<file path="src/hdl/bcc_pkg.sv">
`timescale 1ns / 1ps
`default_nettype none

package bcc_pkg;

  // Register indexes on the configuration port
  localparam logic [3:0] REG_BALANCE_GAIN_P = 4'd0;
  localparam logic [3:0] REG_BALANCE_GAIN_D = 4'd1;
  localparam logic [3:0] REG_SPEED_GAIN_P   = 4'd2;
  localparam logic [3:0] REG_SPEED_GAIN_I   = 4'd3;
  localparam logic [3:0] REG_UPRIGHT_ANGLE  = 4'd4;
  localparam logic [3:0] REG_WANTED_SPEED   = 4'd5;
  localparam logic [3:0] REG_LOOP_LIMIT     = 4'd6;
  localparam logic [3:0] REG_TILT_LIMIT     = 4'd7;

  localparam int CFG_INDEX_W = 4;
  localparam int CFG_DATA_W  = 32;

  typedef struct packed {
    logic signed [15:0] roll_angle;
    logic signed [15:0] gyro_rate;
    logic signed [15:0] left_speed;
    logic signed [15:0] right_speed;
  } in_t;

  typedef struct packed {
    logic signed [10:0] drive;
    logic               motors_stopped;
    logic signed [15:0] balance_part;
    logic signed [15:0] speed_part;
  } out_t;

  typedef struct packed {
    logic signed [31:0] balance_gain_p;
    logic signed [31:0] balance_gain_d;
    logic signed [31:0] speed_gain_p;
    logic signed [31:0] speed_gain_i;
    logic signed [15:0] upright_angle;
    logic signed [16:0] wanted_speed;
    logic        [14:0] loop_limit;
    logic        [14:0] tilt_limit;
  } cfg_t;

  typedef enum logic [1:0] {
    MUL_SPD_P,
    MUL_SPD_I,
    MUL_BAL_P,
    MUL_BAL_D
  } mul_sel_e;

  typedef enum logic [1:0] {
    ACC_HOLD,
    ACC_CLR,
    ACC_SUB,
    ACC_ADD8
  } acc_op_e;

  typedef struct packed {
    logic     load_in;
    logic     filt_en;
    logic     intg_en;
    logic     mul_en;
    mul_sel_e mul_sel;
    acc_op_e  acc_op;
    logic     sp_en;
    logic     bp_en;
    logic     out_load;
  } cmd_t;

endpackage

`default_nettype wire

</file>
<file path="src/hdl/balance_cascade_controller_core.sv">
`timescale 1ns / 1ps
`default_nettype none
// Two-wheel balance controller: speed PI loop on a low-passed speed error
// plus a balance PD loop on roll angle and gyro rate, summed into one drive.
// Input channel (in_valid_i/in_ready_o/in_i) takes one control tick request
// with roll angle, gyro rate and both wheel counts. Output channel
// (out_valid_o/out_ready_i/out_o) returns drive, stop flag and both parts.
// Configuration channel writes one register per request; it is always ready
// and should be written only while no tick is in flight.
// One shared 32x32 multiplier runs four products through a sequencer, so a
// new request is taken only after the previous one has left the sequencer.
// The output sits in a register, so the sequencer keeps working while a
// result waits; if the receiver stalls, the next result holds in the
// datapath until the output register frees up, and input stays blocked.
// Reset restores default gains and limits and clears the filter and the
// integral. Beyond the tilt limit drive reads zero and the integral clears.
module balance_cascade_controller_core #(
  parameter int DRIVE_MAX          = 1000,
  parameter int INTEGRAL_USE_LIMIT = 10000
) (
  input  wire logic                             clk_i,
  input  wire logic                             rst_ni,
  input  wire logic                             in_valid_i,
  output logic                                  in_ready_o,
  input  wire bcc_pkg::in_t                     in_i,
  output logic                                  out_valid_o,
  input  wire logic                             out_ready_i,
  output bcc_pkg::out_t                         out_o,
  input  wire logic                             cfg_valid_i,
  output logic                                  cfg_ready_o,
  input  wire logic [bcc_pkg::CFG_INDEX_W-1:0]  cfg_index_i,
  input  wire logic [bcc_pkg::CFG_DATA_W-1:0]   cfg_data_i
);
  import bcc_pkg::*;

  cfg_t cfg;
  cmd_t cmd;

  // Register writes never stall
  assign cfg_ready_o = 1'b1;

  bcc_regs u_regs (
    .clk_i       (clk_i),
    .rst_ni      (rst_ni),
    .cfg_valid_i (cfg_valid_i),
    .cfg_index_i (cfg_index_i),
    .cfg_data_i  (cfg_data_i),
    .cfg_o       (cfg)
  );

  // Sequencer: accept, filter, integrate, four multiply steps with accumulate and clamp, output
  bcc_ctrl u_ctrl (
    .clk_i       (clk_i),
    .rst_ni      (rst_ni),
    .in_valid_i  (in_valid_i),
    .in_ready_o  (in_ready_o),
    .out_valid_o (out_valid_o),
    .out_ready_i (out_ready_i),
    .cmd_o       (cmd)
  );

  // Datapath: filter and integral state, shared multiplier, clamps
  bcc_dpath #(
    .DRIVE_MAX          (DRIVE_MAX),
    .INTEGRAL_USE_LIMIT (INTEGRAL_USE_LIMIT)
  ) u_dpath (
    .clk_i  (clk_i),
    .rst_ni (rst_ni),
    .cfg_i  (cfg),
    .cmd_i  (cmd),
    .in_i   (in_i),
    .out_o  (out_o)
  );

`ifndef SYNTHESIS
  // An accepted request must take the sequencer out of idle
  assert property (@(posedge clk_i) disable iff (!rst_ni)
    in_valid_i && in_ready_o |=> !in_ready_o)
    else $error("input still ready right after accepting a request");

  // Stopped motors always read zero drive
  assert property (@(posedge clk_i) disable iff (!rst_ni)
    out_valid_o && out_o.motors_stopped |-> out_o.drive == '0)
    else $error("drive nonzero while motors stopped");

  // Clamping keeps the sign of the summed loop parts
  assert property (@(posedge clk_i) disable iff (!rst_ni)
    out_valid_o && !out_o.motors_stopped
      && ($signed(out_o.speed_part) + $signed(out_o.balance_part) > 0)
      |-> $signed(out_o.drive) > 0)
    else $error("drive sign disagrees with loop sum");
`endif

endmodule

`default_nettype wire

</file>
<file path="src/hdl/bcc_regs.sv">
`timescale 1ns / 1ps
`default_nettype none

module bcc_regs (
  input  wire logic                             clk_i,
  input  wire logic                             rst_ni,
  input  wire logic                             cfg_valid_i,
  input  wire logic [bcc_pkg::CFG_INDEX_W-1:0]  cfg_index_i,
  input  wire logic [bcc_pkg::CFG_DATA_W-1:0]   cfg_data_i,
  output bcc_pkg::cfg_t                         cfg_o
);
  import bcc_pkg::*;

  cfg_t cfg_q;

  assign cfg_o = cfg_q;

  // Writes to unknown indexes drop silently
  always_ff @(posedge clk_i or negedge rst_ni) begin
    if (!rst_ni) begin
      cfg_q.balance_gain_p <= 32'sd3932160;
      cfg_q.balance_gain_d <= -32'sd11796;
      cfg_q.speed_gain_p   <= 32'sd11141120;
      cfg_q.speed_gain_i   <= 32'sd55706;
      cfg_q.upright_angle  <= '0;
      cfg_q.wanted_speed   <= '0;
      cfg_q.loop_limit     <= 15'd1000;
      cfg_q.tilt_limit     <= 15'd10240;
    end else if (cfg_valid_i) begin
      case (cfg_index_i)
        REG_BALANCE_GAIN_P: cfg_q.balance_gain_p <= cfg_data_i;
        REG_BALANCE_GAIN_D: cfg_q.balance_gain_d <= cfg_data_i;
        REG_SPEED_GAIN_P:   cfg_q.speed_gain_p   <= cfg_data_i;
        REG_SPEED_GAIN_I:   cfg_q.speed_gain_i   <= cfg_data_i;
        REG_UPRIGHT_ANGLE:  cfg_q.upright_angle  <= cfg_data_i[15:0];
        REG_WANTED_SPEED:   cfg_q.wanted_speed   <= cfg_data_i[16:0];
        REG_LOOP_LIMIT:     cfg_q.loop_limit     <= cfg_data_i[14:0];
        REG_TILT_LIMIT:     cfg_q.tilt_limit     <= cfg_data_i[14:0];
        default: ;
      endcase
    end
  end

endmodule

`default_nettype wire

</file>
<file path="src/hdl/bcc_ctrl.sv">
`timescale 1ns / 1ps
`default_nettype none

module bcc_ctrl (
  input  wire logic  clk_i,
  input  wire logic  rst_ni,
  input  wire logic  in_valid_i,
  output logic       in_ready_o,
  output logic       out_valid_o,
  input  wire logic  out_ready_i,
  output bcc_pkg::cmd_t cmd_o
);
  import bcc_pkg::*;

  typedef enum logic [3:0] {
    ST_IDLE,
    ST_FILT,
    ST_INTG,
    ST_MSP,
    ST_MSI,
    ST_ASI,
    ST_SPC,
    ST_MBD,
    ST_ABD,
    ST_BPC,
    ST_OUT
  } state_e;

  state_e state_q;
  logic   out_valid_q;
  logic   out_free;

  assign out_free    = !out_valid_q || out_ready_i;
  assign in_ready_o  = (state_q == ST_IDLE);
  assign out_valid_o = out_valid_q;

  always_comb begin
    cmd_o          = '0;
    cmd_o.mul_sel  = MUL_SPD_P;
    cmd_o.acc_op   = ACC_HOLD;
    case (state_q)
      ST_IDLE: cmd_o.load_in = in_valid_i;
      ST_FILT: begin
        cmd_o.filt_en = 1'b1;
        cmd_o.acc_op  = ACC_CLR;
      end
      ST_INTG: cmd_o.intg_en = 1'b1;
      ST_MSP: begin
        cmd_o.mul_en  = 1'b1;
        cmd_o.mul_sel = MUL_SPD_P;
      end
      ST_MSI: begin
        cmd_o.mul_en  = 1'b1;
        cmd_o.mul_sel = MUL_SPD_I;
        cmd_o.acc_op  = ACC_SUB;
      end
      ST_ASI: cmd_o.acc_op = ACC_SUB;
      ST_SPC: begin
        cmd_o.sp_en   = 1'b1;
        cmd_o.acc_op  = ACC_CLR;
        cmd_o.mul_en  = 1'b1;
        cmd_o.mul_sel = MUL_BAL_P;
      end
      ST_MBD: begin
        cmd_o.mul_en  = 1'b1;
        cmd_o.mul_sel = MUL_BAL_D;
        cmd_o.acc_op  = ACC_SUB;
      end
      ST_ABD: cmd_o.acc_op = ACC_ADD8;
      ST_BPC: cmd_o.bp_en = 1'b1;
      ST_OUT: cmd_o.out_load = out_free;
      default: ;
    endcase
  end

  always_ff @(posedge clk_i or negedge rst_ni) begin
    if (!rst_ni) begin
      state_q     <= ST_IDLE;
      out_valid_q <= 1'b0;
    end else begin
      if ((state_q == ST_OUT) && out_free) begin
        out_valid_q <= 1'b1;
      end else if (out_valid_q && out_ready_i) begin
        out_valid_q <= 1'b0;
      end
      case (state_q)
        ST_IDLE: if (in_valid_i) state_q <= ST_FILT;
        ST_FILT: state_q <= ST_INTG;
        ST_INTG: state_q <= ST_MSP;
        ST_MSP:  state_q <= ST_MSI;
        ST_MSI:  state_q <= ST_ASI;
        ST_ASI:  state_q <= ST_SPC;
        ST_SPC:  state_q <= ST_MBD;
        ST_MBD:  state_q <= ST_ABD;
        ST_ABD:  state_q <= ST_BPC;
        ST_BPC:  state_q <= ST_OUT;
        ST_OUT: begin
          if (out_free) begin
            state_q <= ST_IDLE;
          end
        end
        default: state_q <= ST_IDLE;
      endcase
    end
  end

endmodule

`default_nettype wire

</file>
<file path="src/hdl/bcc_dpath.sv">
`timescale 1ns / 1ps
`default_nettype none

module bcc_dpath #(
  parameter int DRIVE_MAX          = 1000,
  parameter int INTEGRAL_USE_LIMIT = 10000
) (
  input  wire logic          clk_i,
  input  wire logic          rst_ni,
  input  wire bcc_pkg::cfg_t cfg_i,
  input  wire bcc_pkg::cmd_t cmd_i,
  input  wire bcc_pkg::in_t  in_i,
  output bcc_pkg::out_t      out_o
);
  import bcc_pkg::*;

  localparam int DMAX = (DRIVE_MAX > 1023) ? 1023 : DRIVE_MAX;
  localparam logic signed [16:0] DMAX_POS = 17'(DMAX);
  localparam logic signed [16:0] DMAX_NEG = -DMAX_POS;
  localparam logic signed [40:0] ILIM_POS = 41'(INTEGRAL_USE_LIMIT * 256);
  localparam logic signed [40:0] ILIM_NEG = -ILIM_POS;

  in_t                in_q;
  out_t               out_q;
  logic signed [31:0] fe_q, fe_d;
  logic signed [39:0] int_q, int_sat;
  logic signed [31:0] used_q, used_d;
  logic signed [63:0] prod_q, prod_d;
  logic signed [65:0] acc_q, acc_d;
  logic signed [15:0] sp_q, bp_q, loop_c;

  logic signed [18:0] err_c;
  logic signed [40:0] filt_prod;
  logic signed [25:0] filt_new;
  logic signed [33:0] filt_sum;
  logic signed [40:0] int_sum, int_ext;
  logic signed [31:0] mul_a, mul_b;
  logic signed [16:0] ang_diff;
  logic signed [41:0] acc_hi, lim_ext;
  logic signed [15:0] lim16;
  logic signed [16:0] roll_ext, tilt_ext, part_sum, drive_sat;
  logic               stopped;

  // Speed error and low-pass: 205/256 of old plus 51/256 of new, in Q.8
  always_comb begin
    err_c = {{2{cfg_i.wanted_speed[16]}}, cfg_i.wanted_speed}
          - ({{3{in_q.left_speed[15]}}, in_q.left_speed}
           + {{3{in_q.right_speed[15]}}, in_q.right_speed});
    filt_prod = $signed({{9{fe_q[31]}}, fe_q}) * 41'sd205;
    filt_new  = $signed({{7{err_c[18]}}, err_c}) * 26'sd51;
    filt_sum  = $signed({filt_prod[40], filt_prod[40:8]})
              + $signed({{8{filt_new[25]}}, filt_new});
    if (filt_sum[33:31] != {3{filt_sum[33]}}) begin
      fe_d = filt_sum[33] ? {1'b1, 31'b0} : {1'b0, {31{1'b1}}};
    end else begin
      fe_d = filt_sum[31:0];
    end
  end

  // Integral saturates in storage, clamps where used
  always_comb begin
    int_sum = $signed({int_q[39], int_q}) + $signed({{9{fe_q[31]}}, fe_q});
    if (int_sum[40:39] != {2{int_sum[40]}}) begin
      int_sat = int_sum[40] ? {1'b1, 39'b0} : {1'b0, {39{1'b1}}};
    end else begin
      int_sat = int_sum[39:0];
    end
    int_ext = {int_sat[39], int_sat};
    if (int_ext > ILIM_POS) begin
      used_d = ILIM_POS[31:0];
    end else if (int_ext < ILIM_NEG) begin
      used_d = ILIM_NEG[31:0];
    end else begin
      used_d = int_sat[31:0];
    end
  end

  // Shared multiplier
  always_comb begin
    ang_diff = {in_q.roll_angle[15], in_q.roll_angle}
             - {cfg_i.upright_angle[15], cfg_i.upright_angle};
    case (cmd_i.mul_sel)
      MUL_SPD_P: begin
        mul_a = cfg_i.speed_gain_p;
        mul_b = fe_q;
      end
      MUL_SPD_I: begin
        mul_a = cfg_i.speed_gain_i;
        mul_b = used_q;
      end
      MUL_BAL_P: begin
        mul_a = cfg_i.balance_gain_p;
        mul_b = {{15{ang_diff[16]}}, ang_diff};
      end
      MUL_BAL_D: begin
        mul_a = cfg_i.balance_gain_d;
        mul_b = {{16{in_q.gyro_rate[15]}}, in_q.gyro_rate};
      end
      default: begin
        mul_a = '0;
        mul_b = '0;
      end
    endcase
    prod_d = mul_a * mul_b;
  end

  // Accumulator; the derivative term enters shifted by 8
  always_comb begin
    case (cmd_i.acc_op)
      ACC_HOLD: acc_d = acc_q;
      ACC_CLR:  acc_d = '0;
      ACC_SUB:  acc_d = acc_q - $signed({{2{prod_q[63]}}, prod_q});
      ACC_ADD8: acc_d = acc_q + $signed({prod_q[57:0], 8'b0});
      default:  acc_d = acc_q;
    endcase
  end

  // Floor by 2^24 and clamp to the loop limit
  always_comb begin
    acc_hi  = acc_q[65:24];
    lim_ext = {27'b0, cfg_i.loop_limit};
    lim16   = {1'b0, cfg_i.loop_limit};
    if (acc_hi > lim_ext) begin
      loop_c = lim16;
    end else if (acc_hi < -lim_ext) begin
      loop_c = -lim16;
    end else begin
      loop_c = acc_hi[15:0];
    end
  end

  always_comb begin
    roll_ext = {in_q.roll_angle[15], in_q.roll_angle};
    tilt_ext = {2'b0, cfg_i.tilt_limit};
    stopped  = (roll_ext < -tilt_ext) || (roll_ext > tilt_ext);
    part_sum = {sp_q[15], sp_q} + {bp_q[15], bp_q};
    if (part_sum > DMAX_POS) begin
      drive_sat = DMAX_POS;
    end else if (part_sum < DMAX_NEG) begin
      drive_sat = DMAX_NEG;
    end else begin
      drive_sat = part_sum;
    end
  end

  always_ff @(posedge clk_i or negedge rst_ni) begin
    if (!rst_ni) begin
      fe_q  <= '0;
      int_q <= '0;
    end else begin
      if (cmd_i.filt_en) begin
        fe_q <= fe_d;
      end
      if (cmd_i.intg_en) begin
        int_q <= int_sat;
      end else if (cmd_i.out_load && stopped) begin
        int_q <= '0;
      end
    end
  end

  always_ff @(posedge clk_i) begin
    if (cmd_i.load_in) in_q <= in_i;
    if (cmd_i.intg_en) used_q <= used_d;
    if (cmd_i.mul_en) prod_q <= prod_d;
    acc_q <= acc_d;
    if (cmd_i.sp_en) sp_q <= loop_c;
    if (cmd_i.bp_en) bp_q <= loop_c;
    if (cmd_i.out_load) begin
      out_q.drive          <= stopped ? '0 : drive_sat[10:0];
      out_q.motors_stopped <= stopped;
      out_q.balance_part   <= bp_q;
      out_q.speed_part     <= sp_q;
    end
  end

  assign out_o = out_q;

endmodule

`default_nettype wire
</file>
<file path="config.mk">
export PLATFORM = sky130hd
export DESIGN_NAME = balance_cascade_controller_core
export DESIGN_NICKNAME = d
export VERILOG_FILES = /design/src/hdl/bcc_pkg.sv /design/src/hdl/balance_cascade_controller_core.sv /design/src/hdl/bcc_regs.sv /design/src/hdl/bcc_ctrl.sv /design/src/hdl/bcc_dpath.sv
export SDC_FILE = /design/constraint.sdc
export NUM_CORES = 2
export LEC_CHECK = 0
export ABC_AREA = 1
export BUFFER_PORTS_ARGS = -buffer_cell sky130_fd_sc_hd__buf_2
export CAP_MARGIN = 15
export CORE_MARGIN = 2
export CORE_UTILIZATION = 32
export CTS_BUF_LIST = sky130_fd_sc_hd__clkbuf_8
export DETAILED_ROUTE_END_ITERATION = 10
export GPL_TIMING_DRIVEN = 0
export HOLD_SLACK_MARGIN = 0.15
export PLACE_DENSITY = 0.45
export SLEW_MARGIN = 20
export SYNTH_ARGS = -nofsm -noshare
export SYNTH_HDL_FRONTEND = slang
export SYNTH_SLANG_ARGS = --single-unit
</file>
<file path="constraint.sdc">
create_clock -name clk_i -period 16.4 [get_ports clk_i]
set_input_delay 2.46 -clock clk_i [delete_from_list [all_inputs] [get_ports clk_i]]
set_output_delay 2.46 -clock clk_i [all_outputs]
set_load 0.01 [all_outputs]
</file>
==> flow_summary.json <==
{
  "final_common_cell": "inv_1",
  "drc": 0,
  "drv_slew": 0,
  "synth-seq-area-share_pct": 18.5,
  "synth_flop_cell": "edfxtp_1",
  "setup_viol": 0,
  "synthArstFlopShare_pct": 47.0,
  "synth_fp_nets": 12600,
  "detailed_place_hpwl_mm": 317,
  "dr.first_iter.drc_count": 6417,
  "rsz0062_at_grt": "no",
  "cts_tree": "done",
  "fin_util_pct": 35.3,
  "crit_fanout": 10,
  "finalHoldViolCount": 0,
  "num-nets-final": 12900,
  "drv_cap": 0,
  "area_delta_synth_final_pct": 9.60,
  "tightest_slew_ns": 1.33,
  "cts_resized": 0,
  "grt_use_total_pct": 27.3,
  "syn-cell-area_um2": 85500,
  "post_cts.repair.setup_buffers": 0,
  "worstHoldStart": "u_dpath.sp_q[7]$_DFFE_PP_",
  "synth_top_cells_by_area": "fa_1 29%, edfxtp_1 11%, ha_1 11%",
  "fin_crit_sh_pct": 77.1,
  "grt_pass1_vias": 76800,
  "port_buffers": 149,
  "htreeDepth": 3,
  "drive_above_1_share_pct": 5.34,
  "core_area_um2": 266000,
  "dieArea_um2": 271000,
  "synth_edf_count": 302,
  "synth_cell_types": 64,
  "critPathLaunchType": "register",
  "worstReg2RegStart": "u_ctrl.state_q[3]$_DFFE_PN0P_",
  "vias": 74400,
  "grt-ovfl-total": 0,
  "start_util_pct": 32.2,
  "required_ns": 16.95,
  "cp-endpoint": "u_dpath.prod_q[63]$_DFFE_PP_",
  "setup_tns_ns": 0,
  "cts_root_buf": "clkbuf_8",
  "clk_pin_slew_ns": 0.07,
  "dr.pass1.iters": 6,
  "ff2ff_path_depth": 27,
  "critPathArrivalTime_ns": 13.20,
  "routedWlPerCell_um": 25.8,
  "critPathKind": "reg2reg",
  "startpoint": "u_ctrl.state_q[3]$_DFFE_PN0P_",
  "yosysTopAreaCell": "fa_1",
  "outcome": "finished, final reports clean",
  "viasPerCell": 5.15,
  "post-route-min-period_ns": 12.65,
  "slew_headroom_pct": 11.7,
  "grt_first_pass_wirelength_mm": 538,
  "wl_mm": 372,
  "synth_top_area_share_pct": 29.2,
  "layout_common_cells": "2237 x inv_1, 1726 x nand2_1, 1244 x fa_1, 1045 x nor2_1, 721 x ha_1",
  "r2r-end": "u_dpath.prod_q[63]$_DFFE_PP_",
  "grt_antenna_before_repair": 25,
  "synthCells": 10500,
  "io-pin-count": 152,
  "cts_hold_buf": 0,
  "ys_ff_latch": 570,
  "r2r_setup_slack_ns": 3.75,
  "timing.fmax_mhz": 79.1,
  "grt_max_degree": 96,
  "worst_setup_path_end_kind": "register",
  "clock-sinks": 570,
  "row_count": 189,
  "gp_congestion": 1.04,
  "fp.dieW_um": 521,
  "clk_latency_ns": 0.91,
  "yosysWarnings": 0,
  "fin_skew_ns": 0.0913,
  "clockBufferDepth": 3,
  "hold_class": "reg2reg",
  "syn_avg_cell_area_um2": 8.12,
  "ant_nets": 0,
  "die_h_um": 521,
  "numCtsBuffers": 110
}
[through the flow]
stage | cell area [µm²] | worst slack, ns | hold slack [ns] | cells
after floorplan | 85500 | 7.38 | 0.431 | 10500
after global placement | 90700 | 3.63 | 0.448 | 14200
after detailed placement | 91300 | 4.05 | 0.453 | 14200
after CTS | 93700 | 3.94 | 0.467 | 14400
after global routing | 93700 | 3.52 | 0.470 | 14400
final | 93700 | 3.75 | 0.464 | 14400
[Yosys cell counts, types with 77 or more instances]
library cell,n
a21oi_1,547
nand2_1,1727
fa_1,1246
nor2_1,1050
o21ai_0,546
inv_1,2208
clkbuf_1,219
xor2_1,147
dfrtp_1,218
nand3_1,671
a21boi_0,77
edfxtp_1,302
ha_1,721
[flip-flops by register name, summed over array words and instances, names as in the netlist, 4 cells and up]
register / flops
u_dpath.used_q: 32
u_dpath.bp_q: 16
u_dpath.in_q: 64
u_dpath.acc_q: 66
u_ctrl.state_q: 4
u_dpath.fe_q: 32
u_dpath.out_o: 44
u_dpath.sp_q: 16
u_dpath.int_q: 40
u_regs.cfg_o: 191
u_dpath.prod_q: 64
[worst max-delay path, stage by stage (launching register included)]
cell      delay (ns)
dfrtp_1         0.41
nor2_1          0.19
inv_2           0.09
nor2_2          0.47
clkbuf_1        0.66
nand3_1         0.50
nand4_1         0.18
o21ai_1         0.39
clkinv_1        0.46
clkbuf_1        0.74
nand2_1         0.33
fa_1            0.62
inv_1           0.14
fa_1            0.57
inv_1           0.22
fa_1            0.80
inv_1           0.35
fa_1            0.65
fa_1            0.47
fa_1            0.52
fa_1            0.55
inv_1           0.18
fa_1            0.49
xnor2_1         0.75
xnor2_1         0.21
xor2_1          0.19
xor2_1          0.83
xnor2_1         0.23
[routing by layer]
metal	wire [µm]	GRT usage (%)	part of all wire [%]	vias up
li1	-	-	-	33700
met1	162000	37.0	44	37300
met2	163000	42.5	44	2751
met3	25300	4.37	6.8	606
met4	21200	13.1	5.7	6
met5	51	0	0.014	-
[cell families after synthesis]
kind of cell,after synthesis,share of synthesized area [%]
xor+xnor,220,2.25
fa+ha+maj,1967,39.7
simple gates,3717,18.1
buf+inv,2544,11.3
flops,570,18.5
other cells,1,0.00439
compound gates,1511,10.1
[final cells by class]
| cell class | instances | area (µm²) |
|---|---|---|
| clock inverters | 87 | 747 |
| inverters | 2230 | 8370 |
| diodes | 6 | 15.0 |
| repair buffers | 172 | 1190 |
| plain buffers | 314 | 1330 |
| multi-input cells | 7416 | 60200 |
| clock buffers | 118 | 1620 |
| flip-flops and latches | 570 | 15800 |
| fillers | 28300 | 172000 |
| well taps | 3533 | 4420 |
[worst min path at each step]
stage                                        to  slack [ns]  cells after the start
global route        u_dpath.out_o[11]$_DFFE_PP_        0.47                      0
floorplan            u_dpath.out_o[0]$_DFFE_PP_        0.43                      0
global placement    u_dpath.out_o[11]$_DFFE_PP_        0.45                      0
finish               u_dpath.out_o[7]$_DFFE_PP_        0.46                      0
detailed placement  u_dpath.out_o[11]$_DFFE_PP_        0.45                      0
CTS                 u_dpath.out_o[11]$_DFFE_PP_        0.47                      0
Power is not shown: default switching activity piles up to over one toggle a cycle in this logic, so the estimate is an artifact.
